## config.mk

```make
export PLATFORM = sky130hd
export DESIGN_NAME = tcrd_regs
export DESIGN_NICKNAME = d
export VERILOG_FILES = /design/src/rtl/tcrd_pkg.sv /design/src/rtl/tcrd_regs.sv
export SDC_FILE = /design/constraint.sdc
export NUM_CORES = 1
export LEC_CHECK = 0
export ABC_CLOCK_PERIOD_IN_PS = 2700
export CORE_ASPECT_RATIO = 1.1
export CORE_MARGIN = 1.5
export CORE_UTILIZATION = 62
export DETAILED_ROUTE_END_ITERATION = 8
export DONT_BUFFER_PORTS = 1
export GPL_ROUTABILITY_DRIVEN = 0
export PLACE_DENSITY = 0.78
export SLEW_MARGIN = 20
export SYNTH_ARGS = -nofsm -noshare
export SYNTH_HDL_FRONTEND = slang
export SYNTH_SLANG_ARGS = --single-unit
```

## constraint.sdc

```tcl
create_clock -name clk -period 2.7 [get_ports clk]
set_clock_uncertainty 0.15 [all_clocks]
set_input_delay 0 -clock clk [delete_from_list [all_inputs] [get_ports clk]]
set_output_delay 0 -clock clk [all_outputs]
set_load 0.01 [all_outputs]
```

## src/rtl/tcrd_pkg.sv

```systemverilog
package tcrd_pkg;

	// screen store geometry
	localparam int MAX_COLUMNS = 128;
	localparam int MAX_ROWS = 64;
	localparam int COL_W = $clog2(MAX_COLUMNS);
	localparam int ROW_W = $clog2(MAX_ROWS);
	localparam int ADDR_W = COL_W + ROW_W;
	localparam int MEM_DEPTH = MAX_COLUMNS * MAX_ROWS;

	// field widths
	localparam int KIND_W = 3;
	localparam int COORD_W = 12;
	localparam int SIZE_W = 12;
	localparam int CHAR_W = 8;
	localparam int COLOR_W = 8;
	localparam int PAT_W = 3 * CHAR_W;
	localparam int CELL_W = CHAR_W + COLOR_W;
	localparam int SW_W = 8;
	localparam int SH_W = 7;

	// coordinate math room: a signed coordinate plus an unsigned size
	localparam int EXT_W = COORD_W + 2;

	// stream and register port widths
	localparam int S_TDATA_W = 88;
	localparam int M_TDATA_W = 16;
	localparam int APB_AW = 3;
	localparam int APB_DW = 32;

	// command kinds
	localparam logic [KIND_W-1:0] KIND_WRITE = 3'd0;
	localparam logic [KIND_W-1:0] KIND_FILL = 3'd1;
	localparam logic [KIND_W-1:0] KIND_OUTLINE = 3'd2;
	localparam logic [KIND_W-1:0] KIND_PATTERN = 3'd3;
	localparam logic [KIND_W-1:0] KIND_READ = 3'd4;

	// register index, taken from the word address bit
	localparam logic REG_WIDTH = 1'b0;
	localparam logic REG_HEIGHT = 1'b1;
	localparam logic [SW_W-1:0] WIDTH_RESET = 8'd80;
	localparam logic [SH_W-1:0] HEIGHT_RESET = 7'd25;

	// blank cell
	localparam logic [CHAR_W-1:0] CHAR_SPACE = 8'h20;
	localparam logic [2:0] DEFAULT_FG = 3'd7;
	localparam logic [2:0] DEFAULT_BG = 3'd0;
	localparam logic [COLOR_W-1:0] RESET_COLOR = {1'b0, DEFAULT_BG, 1'b0, DEFAULT_FG};

	typedef struct packed {
		logic [SW_W-1:0] eff_width;
		logic [SH_W-1:0] eff_height;
	} cfg_t;

	typedef struct packed {
		logic [KIND_W-1:0] kind;
		logic signed [COORD_W-1:0] x_pos;
		logic signed [COORD_W-1:0] y_pos;
		logic [SIZE_W-1:0] rect_width;
		logic [SIZE_W-1:0] rect_height;
		logic [CHAR_W-1:0] fill_char;
		logic [PAT_W-1:0] pattern_chars;
		logic [COLOR_W-1:0] cell_color;
	} item_t;

	typedef struct packed {
		logic clr_en;
		logic accept;
		logic setup_en;
		logic clip_en;
		logic walk_en;
		logic out_load;
	} ctrl_cmd_t;

	typedef struct packed {
		logic clr_last;
		logic in_read;
		logic in_rect;
		logic empty;
		logic walk_last;
		logic out_free;
	} ctrl_sts_t;

endpackage

```

## src/rtl/tcrd_regs.sv

```systemverilog
module tcrd_regs (
	input logic clk,
	input logic arst_n,
	input logic psel,
	input logic penable,
	input logic pwrite,
	input logic [tcrd_pkg::APB_AW-1:0] paddr,
	input logic [tcrd_pkg::APB_DW-1:0] pwdata,
	output logic [tcrd_pkg::APB_DW-1:0] prdata,
	output tcrd_pkg::cfg_t cfg
);

	logic [tcrd_pkg::SW_W-1:0] width_q;
	logic [tcrd_pkg::SH_W-1:0] height_q;
	logic wr_en;
	logic reg_sel;

	assign wr_en = psel & penable & pwrite;
	assign reg_sel = paddr[2];

	always_ff @(posedge clk or negedge arst_n) begin
		if (!arst_n) begin
			width_q <= tcrd_pkg::WIDTH_RESET;
			height_q <= tcrd_pkg::HEIGHT_RESET;
		end else if (wr_en) begin
			case (reg_sel)
				tcrd_pkg::REG_WIDTH: width_q <= pwdata[tcrd_pkg::SW_W-1:0];
				tcrd_pkg::REG_HEIGHT: height_q <= pwdata[tcrd_pkg::SH_W-1:0];
				default: ;
			endcase
		end
	end

	always_comb begin
		case (reg_sel)
			tcrd_pkg::REG_HEIGHT: prdata = tcrd_pkg::APB_DW'(height_q);
			default: prdata = tcrd_pkg::APB_DW'(width_q);
		endcase
	end

	// oversized settings fall back to the store size
	assign cfg.eff_width = (width_q > tcrd_pkg::SW_W'(tcrd_pkg::MAX_COLUMNS)) ?
		tcrd_pkg::SW_W'(tcrd_pkg::MAX_COLUMNS) : width_q;
	assign cfg.eff_height = (height_q > tcrd_pkg::SH_W'(tcrd_pkg::MAX_ROWS)) ?
		tcrd_pkg::SH_W'(tcrd_pkg::MAX_ROWS) : height_q;

endmodule

```

==> results.txt <==
The final setup violation count came out at 0. The synthesized design spends more area on one cell type than any other, namely dfrtp_1. The max-slew violation total from the final report is 0. The register clock-pin slew on the reported worst setup and hold paths came out at 0.08 ns.

For this run, the total global-route usage over all layers was measured as 0.211. The cell count after synthesis is 81. The maximum level of the CTS H-tree is 1. After detailed routing, the number of remaining DRC violations is 0. The distinct cell type count after synthesis is 11. In the final layout, the share of cells above drive strength 1 is 0.337. The die covers 1790 um2. In the post-synthesis netlist, the cell with the most instances is buf_4.

Setup repair after global routing left no endpoint under its margin. The via count of the first global-routing pass is 532. The wire-length estimate of the detail-placed layout is 1060 um. The clock passes through at most 2 buffers. The wire length after detailed routing came out at 1710 um. In this run the clock root is driven by a clkbuf_4. The shortest period the worst path allows came out at 1.85 ns. The starting utilization of the core area is 0.684. The worst slack at placement is 1.57 ns.

The type of the worst setup path is in2reg. In this run the post-CTS setup repair buffer count came out at 0. The final count of hold timing violations came out at 0.

The compound-gate portion of the synthesized area is 0. The vertical die dimension is 44.2 um. STA classifies the critical path endpoint as a register. After floorplanning, the core was sized to cover 1400 um2. The largest net degree at the start of global routing came out at 16. The number of optimization iterations in the first detailed-route pass came out at 3. The combinational family with the most area after synthesis is multiplexers.

The count of input and output buffers is 0. After detailed routing, the average wire length per cell comes to 15.0 um. The vias per cell is 5.11. The I/O pin count is 87. The number of clock buffers added by TritonCTS is 3. The initial antenna violation count is 0. Sorting the synthesized cells by area gives the leading types as dfrtp_1 26%, mux2_2 26%, buf_4 19%, dfstp_2 14%, nor2b_1 8.5%. Of all nets on the critical path, the largest fanout is 9. Of the synthesized area, sequential elements account for 0.398. The final sum of negative setup slack is 0 ns. The first-pass GRT wire length is 2430 um. Of the post-synthesis cell area, the dominant cell type holds 0.261. The layout overhead on the synthesized area came out at 10.8%. TritonCTS built the clock tree. The number of nets still failing antenna checks after routing came out at 0. The Yosys step of the flow raised 0 warnings. The synthesized area per cell came out at 11.8 um2. The normalized max-slew margin came out at 0.555. The cell area after technology mapping came out at 958 um2. Of the total synthesized cell area, the portion taken by XOR and XNOR cells is 0. The power density of the placed cells came out at 634 nW/um2. In the synthesized netlist, the cells that appear most often are 24 x buf_4, 22 x mux2_2, 13 x nor2b_1. The number of DRC markers after the initial detailed-route iteration came out at 3. The slack of the critical path is 0.849 ns. The tree built by TritonCTS fans out to 15 sinks. At the pin with the least slew margin, the transition time is 0.665 ns. In this run the core area contains 14 standard-cell rows. The final-stage net count is 139. For the worst-skew pair, the clock arrives at the later sink with an insertion delay of 0.27 ns.

The quantity of gates resized following cts came out at 0. The total congestion overflow after global routing came out at 0. The arrival time of data at the critical path endpoint is 1.87 ns. The count of hold buffers inserted by post-cts repair is 17. The number of antenna cells inserted is 0. The fraction of synthesized area in multiplexers came out at 0.258. The worst supply voltage drop on vdd is 0.468 mV. Of the available clock period, the critical path in the final layout requires 0.685. The final-layout fill cell count is 106. Of the total synthesized cell area, the portion taken by full adders, half adders and majority gates is 0. The max-capacitance violation count is 0. Of the total synthesized cell area, the portion taken by AND, OR, NAND and NOR gates is 0.132. In this run the worst hold path is classified as in2out. The run finished with clean final reports.

The synthesized flop and latch total is 15. The async set or reset register ratio after synthesis is 1.00. The horizontal die dimension came out at 40.5 um. STA puts the critical path data required time at 2.71 ns.

The worst setup path is launched from a primary input. The leakage power summed over all cells came out at 0.000485 uW. The highest clock frequency the design can meet came out at 540 MHz.

The commonest register cell after synthesis is dfrtp_1. The number of enable flip-flop cells after synthesis is 0. The routed via count came out at 582.
-- power by group --
group	internal, uW	total (uW)	switching [uW]	leakage [uW]
sequential	286	337	50.8	0.000173
combinational	110	214	104	0.000297
clock	57.2	123	66.0	0.0000150
total	453	674	221	0.000485
-- layout make-up --
cell class / instances / area (um2) / area share
sequential: 15 / 382 / 0.359
tap: 16 / 20.0 / 0.0188
clock buffer: 4 / 26.3 / 0.0247
timing repair buffer: 17 / 170 / 0.160
multi-input combinational: 62 / 464 / 0.437
-- cell usage in the layout, fill, tap and decap left out, drive strengths merged --
cell         instances
conb                24
mux2                22
dlygate4sd3         17
nor2b               13
dfrtp               10
dfstp                5
clkbuf               4
and2b                1
nand4b               1
nand4                1
-- worst max-delay path, stage by stage --
cell and delay (ns):
dlygate4sd3_1 0.56, nand4b_4 0.16, dlygate4sd3_1 0.76, mux2_2 0.38
-- state kept, by name, summed over array words and instances (netlist names) --
signal / cells
height_q: 7
width_q: 8
-- final timing paths --
path	cells past startpoint	endpoint	slack (ns)	start
setup / recovery	4	width_q[7]	0.85	paddr[2]
setup reg to reg	2	height_q[6]	1.05	height_q[6]
min in group asynchronous	1	height_q[6]	0.04	arst_n
hold / removal	1	prdata[6]	0.01	paddr[2]
hold reg to reg	1	width_q[0]	0.38	width_q[0]
max in group asynchronous	1	height_q[5]	1.94	arst_n
-- per-layer routing --
| metal | GRT usage | share of wire |
|---|---|---|
| met2 | 0.330 | 0.50 |
| met3 | 0.0553 | 0.098 |
| met4 | 0.100 | 0.0082 |
| met5 | 0 | 0 |
| met1 | 0.265 | 0.39 |
-- per-stage QoR --
step / std cells / hold slack (ns) / cell area (um2) / power [uW] / util
final: 114 / 0.0129 / 1060 / 674 / 0.758
after detailed placement: 93 / -0.445 / 866 / 514 / 0.618
after global routing: 114 / 0.0134 / 1060 / 719 / 0.758
after global placement: 93 / -0.445 / 866 / 510 / 0.618
after floorplan: 104 / -0.446 / 1040 / 518 / -
after CTS: 114 / 0.0117 / 1060 / 682 / 0.758
-- kinds of logic (layout without fill, tap and decap cells) --
logic type | count (synthesis) | after routing
buf+inv | 27 | 21
flops | 15 | 15
mux | 22 | 22
other cells | 1 | 24
simple gates | 16 | 16
No activity file was read; power rests on OpenSTA's default activity.
