--- src/rtl/tcrd_pkg.sv ---
package tcrd_pkg;

	// screen store geometry
	localparam int MAX_COLUMNS = 128;
	localparam int MAX_ROWS = 64;
	localparam int COL_W = $clog2(MAX_COLUMNS);
	localparam int ROW_W = $clog2(MAX_ROWS);
	localparam int ADDR_W = COL_W + ROW_W;
	localparam int MEM_DEPTH = MAX_COLUMNS * MAX_ROWS;

	// field widths
	localparam int KIND_W = 3;
	localparam int COORD_W = 12;
	localparam int SIZE_W = 12;
	localparam int CHAR_W = 8;
	localparam int COLOR_W = 8;
	localparam int PAT_W = 3 * CHAR_W;
	localparam int CELL_W = CHAR_W + COLOR_W;
	localparam int SW_W = 8;
	localparam int SH_W = 7;

	// coordinate math room: a signed coordinate plus an unsigned size
	localparam int EXT_W = COORD_W + 2;

	// stream and register port widths
	localparam int S_TDATA_W = 88;
	localparam int M_TDATA_W = 16;
	localparam int APB_AW = 3;
	localparam int APB_DW = 32;

	// command kinds
	localparam logic [KIND_W-1:0] KIND_WRITE = 3'd0;
	localparam logic [KIND_W-1:0] KIND_FILL = 3'd1;
	localparam logic [KIND_W-1:0] KIND_OUTLINE = 3'd2;
	localparam logic [KIND_W-1:0] KIND_PATTERN = 3'd3;
	localparam logic [KIND_W-1:0] KIND_READ = 3'd4;

	// register index, taken from the word address bit
	localparam logic REG_WIDTH = 1'b0;
	localparam logic REG_HEIGHT = 1'b1;
	localparam logic [SW_W-1:0] WIDTH_RESET = 8'd80;
	localparam logic [SH_W-1:0] HEIGHT_RESET = 7'd25;

	// blank cell
	localparam logic [CHAR_W-1:0] CHAR_SPACE = 8'h20;
	localparam logic [2:0] DEFAULT_FG = 3'd7;
	localparam logic [2:0] DEFAULT_BG = 3'd0;
	localparam logic [COLOR_W-1:0] RESET_COLOR = {1'b0, DEFAULT_BG, 1'b0, DEFAULT_FG};

	typedef struct packed {
		logic [SW_W-1:0] eff_width;
		logic [SH_W-1:0] eff_height;
	} cfg_t;

	typedef struct packed {
		logic [KIND_W-1:0] kind;
		logic signed [COORD_W-1:0] x_pos;
		logic signed [COORD_W-1:0] y_pos;
		logic [SIZE_W-1:0] rect_width;
		logic [SIZE_W-1:0] rect_height;
		logic [CHAR_W-1:0] fill_char;
		logic [PAT_W-1:0] pattern_chars;
		logic [COLOR_W-1:0] cell_color;
	} item_t;

	typedef struct packed {
		logic clr_en;
		logic accept;
		logic setup_en;
		logic clip_en;
		logic walk_en;
		logic out_load;
	} ctrl_cmd_t;

	typedef struct packed {
		logic clr_last;
		logic in_read;
		logic in_rect;
		logic empty;
		logic walk_last;
		logic out_free;
	} ctrl_sts_t;

endpackage

--- src/rtl/tcrd_ctrl.sv ---
module tcrd_ctrl (
	input logic clk,
	input logic arst_n,
	input logic s_tvalid,
	output logic s_tready,
	input tcrd_pkg::ctrl_sts_t sts,
	output tcrd_pkg::ctrl_cmd_t cmd
);

	localparam logic [2:0] ST_CLEAR = 3'd0;
	localparam logic [2:0] ST_IDLE = 3'd1;
	localparam logic [2:0] ST_SETUP = 3'd2;
	localparam logic [2:0] ST_CLIP = 3'd3;
	localparam logic [2:0] ST_WALK = 3'd4;
	localparam logic [2:0] ST_READ = 3'd5;

	logic [2:0] state_q;
	logic [2:0] state_nxt;

	always_ff @(posedge clk or negedge arst_n) begin
		if (!arst_n) begin
			state_q <= ST_CLEAR;
		end else begin
			state_q <= state_nxt;
		end
	end

	always_comb begin
		state_nxt = state_q;
		cmd = '0;
		s_tready = 1'b0;
		case (state_q)
			ST_CLEAR: begin
				cmd.clr_en = 1'b1;
				if (sts.clr_last) begin
					state_nxt = ST_IDLE;
				end
			end
			ST_IDLE: begin
				s_tready = 1'b1;
				if (s_tvalid) begin
					cmd.accept = 1'b1;
					if (sts.in_read) begin
						state_nxt = ST_READ;
					end else if (sts.in_rect) begin
						state_nxt = ST_SETUP;
					end
				end
			end
			ST_SETUP: begin
				cmd.setup_en = 1'b1;
				state_nxt = ST_CLIP;
			end
			ST_CLIP: begin
				cmd.clip_en = 1'b1;
				state_nxt = sts.empty ? ST_IDLE : ST_WALK;
			end
			ST_WALK: begin
				cmd.walk_en = 1'b1;
				if (sts.walk_last) begin
					state_nxt = ST_IDLE;
				end
			end
			ST_READ: begin
				// wait for the output register to free up
				if (sts.out_free) begin
					cmd.out_load = 1'b1;
					state_nxt = ST_IDLE;
				end
			end
			default: state_nxt = ST_IDLE;
		endcase
	end

endmodule

--- config.mk ---
export PLATFORM = sky130hd
export DESIGN_NAME = tcrd_ctrl
export DESIGN_NICKNAME = d
export VERILOG_FILES = /design/src/rtl/tcrd_pkg.sv /design/src/rtl/tcrd_ctrl.sv
export SDC_FILE = /design/constraint.sdc
export NUM_CORES = 1
export LEC_CHECK = 0
export BUFFER_PORTS_ARGS = -buffer_cell sky130_fd_sc_hd__buf_2
export CORE_AREA = 2 2 39 41
export DETAILED_ROUTE_END_ITERATION = 8
export DIE_AREA = 0 0 41 43
export SETUP_SLACK_MARGIN = 0.1
export SYNTH_ARGS = -nofsm -noshare
export SYNTH_HDL_FRONTEND = slang
export SYNTH_SLANG_ARGS = --single-unit
--- constraint.sdc ---
create_clock -name clk -period 1.6 [get_ports clk]
set_input_delay 0.32 -clock clk [delete_from_list [all_inputs] [get_ports clk]]
set_output_delay 0.32 -clock clk [all_outputs]
set_load 0.01 [all_outputs]
==> impl_metrics.toml, run 1 <==
[worst_setup_path]
worstSetupEndpointType = "output port"
startpoint = "state_q[1]$_DFFE_PN0P_"
cp_max_fo = 6
critPathCapture = "cmd[5]"
critPathKind = "flop to output port"
max_stage_delay_ps = 450
crit_buf_inv = 2
cpMaxStageDelayCell = "dfrtp_2"
r2r_start = "state_q[0]$_DFFE_PN0P_"
crit_chain = "buf_4, nor3_1, buf_2"
arrival_ps = 1160
rrSetupSlack_ps = 140
r2r_end = "state_q[0]$_DFFE_PN0P_"
worstPathRequired_ps = 1280
rr_worst_depth = 4
path_delay_family = "flip-flops"
worst-path-stages = 3
start_kind = "flop"

[placed_design]
port_buffers = 15
place_ws_ps = 166
dpl_cell_area_um2 = 362
globalplace.congestion = 0.619
placed_cells = 58

[timing]
skew_ps = 2.93
slew_headroom_pct = 82.3
max_freq_mhz = 677
tns_ps = 0
period_needed_ps = 1480
setup_viol = 0
period_share_pct = 92.4
worst_slew_pin_slew_ps = 261
hold_viol = 0
worst_slack_ps = 122
rsz0062_at_grt = "true"
maxSlewViolCount = 0

[layout]
fill_cells = 162
syn_to_final_growth_pct = 70.7
multiInputGateArea_um2 = 203
top_register = "state_q"
finalNetCount = 63
stdcell_area_um2 = 474
n_antenna_cell = 0
largest_register_ffs = 3
final_cells = 69
regArea_um2 = 78.8
utilization_pct = 34.3
drive_gt1_share_pct = 73.6
reg.largest.list = "state_q (3)"

[floorplan]
core_area_mm2 = 0.00138
rows = 14
die_height_um = 43
dieWidth_um = 41
start_util_pct = 20.1
pin_count = 16
die_area_mm2 = 0.00176

[global_route]
grt_antenna_before_repair = 0
grt_pass1_wl_um = 1010
grt_pass1_vias = 291
grt-ovfl-total = 0
grt_max_degree = 9
grt.total_usage_pct = 8.57

[cts]
cts_buffer_depth = 2
cts_inserted_buffers = 3
clk_pin_slew_ps = 40
clock_sinks = 3
cts_root_buffer = "clkbuf_4"
tritoncts = "done"
cts_max_level = 1
clk_latency_ps = 230

[detailed_routing]
drtPass1Iterations = 1
ant_nets = 0
routed-via-count = 299
routedWlPerCell_um = 9.83
drc_errors = 0
drtIter0Drc = 0
vias_per_cell = 4.33
drt_wl_total_um = 678

[logic_synthesis]
synth_compound_area_share_pct = 21.6
synthDistinctLibCells = 22
synthAdderAreaFrac_pct = 0
syn-mean-instance-area_um2 = 9.92
synthSimpleGateAreaFrac_pct = 38.3
synth_top_cell_by_area = "dfrtp_1"
synthCells = 28
ys_warn_count = 0
yosys.area.top_type_share_pct = 27.0
synth_xor_area_share_pct = 0
netlist_top_cells_area = "dfrtp_1, o211ai_4, and2b_2, a32oi_2, and3_2"
yosysSeqAreaShare_pct = 27.0
syn-num-nets = 37
synthMuxAreaShare_pct = 7.66
synth_seq_cells = 3
synth_area_um2 = 278
synth_top_family_by_area = "simple AND/OR/NAND/NOR gates"

[power]
p_clk_share_pct = 15.5
p_per_area_mw_per_mm2 = 1780
p_leak_uw = 0.000227
p_sw_uw = 317
p_seq_share_pct = 20.6
swShare_pct = 37.5
p_comb_share_pct = 63.9
ir_drop_mv = 0.530
p_int_uw = 529

[job]
drv_cap = 0

[worst_hold_path]
worstHoldPathType = "primary input to async pin"

[status]
status = "finished, final reports clean"
[per-layer routing]
layer / wire length (um) / track usage [%] / part of all wire [%]
met1: 234 / 7.49 / 35
met2: 404 / 14.7 / 60
met3: 40 / 3.14 / 5.9
met4: 0 / 6.00 / 0
met5: 0 / 0 / 0
[cells in the mapped netlist]
library cell  number
and2_2             1
inv_1              1
nand2_1            1
a32oi_2            1
nor2_1             1
and3_2             2
nor4b_1            1
nand3_1            2
nor3_1             2
nand2b_2           1
and2_1             1
nand2b_1           1
dfrtp_1            3
a32o_1             1
mux2_1             1
mux2i_1            1
o21a_1             1
nor2b_2            1
o211ai_4           1
and2b_2            2
o21ai_0            1
buf_6              1
[cells in the final DEF, fill, tap and decap left out]
cell	count
nand2_1	1
mux2i_1	1
nor4b_1	1
and2_2	1
nor3_2	1
o211ai_4	1
o21a_1	1
buf_2	13
and2_4	1
inv_1	1
dfrtp_2	3
nand2b_2	1
a32oi_2	1
clkbuf_4	3
nor2b_4	1
a32o_1	1
nor2_2	1
nand3_1	2
buf_4	6
and2b_2	2
dlygate4sd3_1	1
buf_6	2
clkbuf_1	1
mux2_1	1
and3_2	2
o21ai_0	1
nand2b_1	1
nor3_1	1
[final cells by class]
cell class / count / area share (%)
clock buffers: 4 / 5.54
inverters: 1 / 0.792
multi-input cells: 23 / 42.7
flip-flops and latches: 3 / 16.6
well taps: 16 / 4.22
repair buffers: 22 / 30.1
[stage by stage]
step | total power (uW) | hold WS [ps]
after floorplan | 465 | 24.4
after global placement | 554 | 118
after detailed placement | 557 | 119
after CTS | 757 | 409
after global routing | 923 | 424
final | 846 | 415
[how the worst min path moves through the flow]
stage | end | cells past startpoint | startpoint
after floorplan | state_q[0]$_DFFE_PN0P_ | 0 | arst_n
after global placement | state_q[0]$_DFFE_PN0P_ | 1 | arst_n
after detailed placement | state_q[0]$_DFFE_PN0P_ | 1 | arst_n
after CTS | state_q[1]$_DFFE_PN0P_ | 2 | arst_n
after global routing | state_q[0]$_DFFE_PN0P_ | 2 | arst_n
final | state_q[0]$_DFFE_PN0P_ | 2 | arst_n
[logic make-up (layout without fill, tap and decap cells)]
group                  Yosys count  after routing
and+or+nand+nor                 16             16
AOI/OAI and AO/OA                5              5
DFF                              3              3
muxes                            2              2
buffers and inverters            2             27
[power by group through the flow]
stage	combinational, uW	clock, uW	sequential, uW
final	540	131	175
after global routing	592	146	185
after CTS	448	142	167
after detailed placement	378	0	179
after global placement	378	0	176
after floorplan	317	0	147
[timing repair]
action | 4_1_cts | 5_1_grt
endpoints found under the setup margin | 5 | 7
endpoints found under the hold margin | 3 | 0
resized for setup | 3 | 6
buffers inserted | 3 | 3
pin swaps | 0 | 0
hold buffers | 1 | 0
Power figures use the tool's default switching activity.
==> inputs of run 2 (changes only) <==
--- a/config.mk
+++ b/config.mk
@@ -9,7 +9,7 @@
 export CORE_AREA = 2 2 39 41
 export DETAILED_ROUTE_END_ITERATION = 8
 export DIE_AREA = 0 0 41 43
-export SETUP_SLACK_MARGIN = 0.1
+export SETUP_SLACK_MARGIN = 0.15
 export SYNTH_ARGS = -nofsm -noshare
 export SYNTH_HDL_FRONTEND = slang
 export SYNTH_SLANG_ARGS = --single-unit
==> impl_metrics.toml, run 2 (synthesized netlist as in run 1, its figures left out) <==
[status]
status = "finished, final reports clean"

[floorplan]
start_util_pct = 20.1
die_area_mm2 = 0.00176
die_height_um = 43
dieWidth_um = 41
rows = 14
core_area_mm2 = 0.00138
pin_count = 16

[worst_setup_path]
critPathKind = "flop to output port"
arrival_ps = 1140
worstPathRequired_ps = 1280
start_kind = "flop"
cpMaxStageDelayCell = "dfrtp_2"
worstSetupEndpointType = "output port"
cp_max_fo = 5
crit_chain = "and2b_2, and2_1, buf_2"
max_stage_delay_ps = 420
path_delay_family = "flip-flops"
crit_buf_inv = 1

[layout]
fill_cells = 151
reg.largest.list = "state_q (3)"
multiInputGateArea_um2 = 215
n_antenna_cell = 0
largest_register_ffs = 3
layout_common_cells = "buf_2, buf_4, buf_6"
final_common_cell = "buf_2"
drive_gt1_share_pct = 75.0
regArea_um2 = 78.8
syn_to_final_growth_pct = 89.2
finalNetCount = 66
top_register = "state_q"

[timing]
tns_ps = 0
maxSlewViolCount = 0
period_needed_ps = 1460
skew_ps = 2.93
worst_slew_pin_slew_ps = 231
hold_viol = 0
rsz0062_at_grt = "true"
max_freq_mhz = 685
slew_headroom_pct = 84.2
period_share_pct = 91.2
setup_viol = 0
whs_ps = 416

[cts]
tritoncts = "done"
cts_max_level = 1
cts_root_buffer = "clkbuf_4"
clock_sinks = 3
clk_latency_ps = 230
cts_inserted_buffers = 3
cts_buffer_depth = 2
clk_pin_slew_ps = 40

[detailed_routing]
drtPass1Iterations = 3
routedWlPerCell_um = 9.61
routed-via-count = 313
vias_per_cell = 4.35
drt_wl_total_um = 692
drtIter0Drc = 2
drc_errors = 0
ant_nets = 0

[global_route]
grt_pass1_wl_um = 1180
grt.total_usage_pct = 10.1
grt-ovfl-total = 0
grt_antenna_before_repair = 0
grt_max_degree = 7
grt_pass1_vias = 316

[power]
p_leak_uw = 0.000250
p_per_area_mw_per_mm2 = 1870
ir_drop_mv = 0.606

[placed_design]
globalplace.congestion = 0.619
port_buffers = 15

[worst_hold_path]
worstHoldPathType = "primary input to async pin"

[job]
drv_cap = 0
==> run 2: changes by cell type in the layout (fill, tap and decap cells not counted), sizes merged <==
cell | before | now
buf | 21 | 24
==> run 2: area by class of cell <==
type | count | area share (%)
multi-input cells | 23 | 41.0
repair buffers | 25 | 34.5
flip-flops and latches | 3 | 15.0
clock buffers | 4 | 5.00
well taps | 16 | 3.81
inverters | 1 | 0.714
==> run 2: power breakdown <==
| part | internal (uW) | switching (uW) | total, uW |
|---|---|---|---|
| Combinational | 421 | 246 | 667 |
| Clock | 93.3 | 37.3 | 131 |
| Sequential | 116 | 69.2 | 185 |
==> run 2: final timing paths <==
check	startpoint	to	slack [ps]	depth (start not counted)
worst max-delay path	state_q[2]$_DFFE_PN0P_	cmd[2]	140	3
worst min-delay path	arst_n	state_q[0]$_DFFE_PN0P_	420	2
worst max register to register	state_q[0]$_DFFE_PN0P_	state_q[0]$_DFFE_PN0P_	200	4
worst min register to register	state_q[0]$_DFFE_PN0P_	state_q[0]$_DFFE_PN0P_	570	1
max in group asynchronous	arst_n	state_q[2]$_DFFE_PN0P_	1060	2
min in group clk	sts[2]	state_q[0]$_DFFE_PN0P_	450	4
==> run 2: what timing repair did <==
action                                  4_1_cts  5_1_grt
resized for setup                            12        3
hold buffers                                  1        0
pin swaps                                     4        2
buffers inserted                              8        1
endpoints found under the hold margin         3        0
endpoints found under the setup margin        6        8
==> run 2: stage by stage <==
stage,utilization (%),setup WS (ps),instances,total power (uW),instance area (um^2)
after floorplan,-,353,28,465,278
after global placement,26.1,193,58,554,362
after detailed placement,26.1,166,58,557,362
after CTS,36.6,133,71,923,507
after global routing,38.0,91.4,72,1070,526
final,38.0,141,72,983,526
==> run 2: routing by layer <==
metal,vias to the layer above,wire [um],GRT usage [%]
met1,147,243,8.79
met2,6,422,18.1
li1,160,-,-
met3,0,26,3.14
met5,-,0,0
met4,0,0,6.00
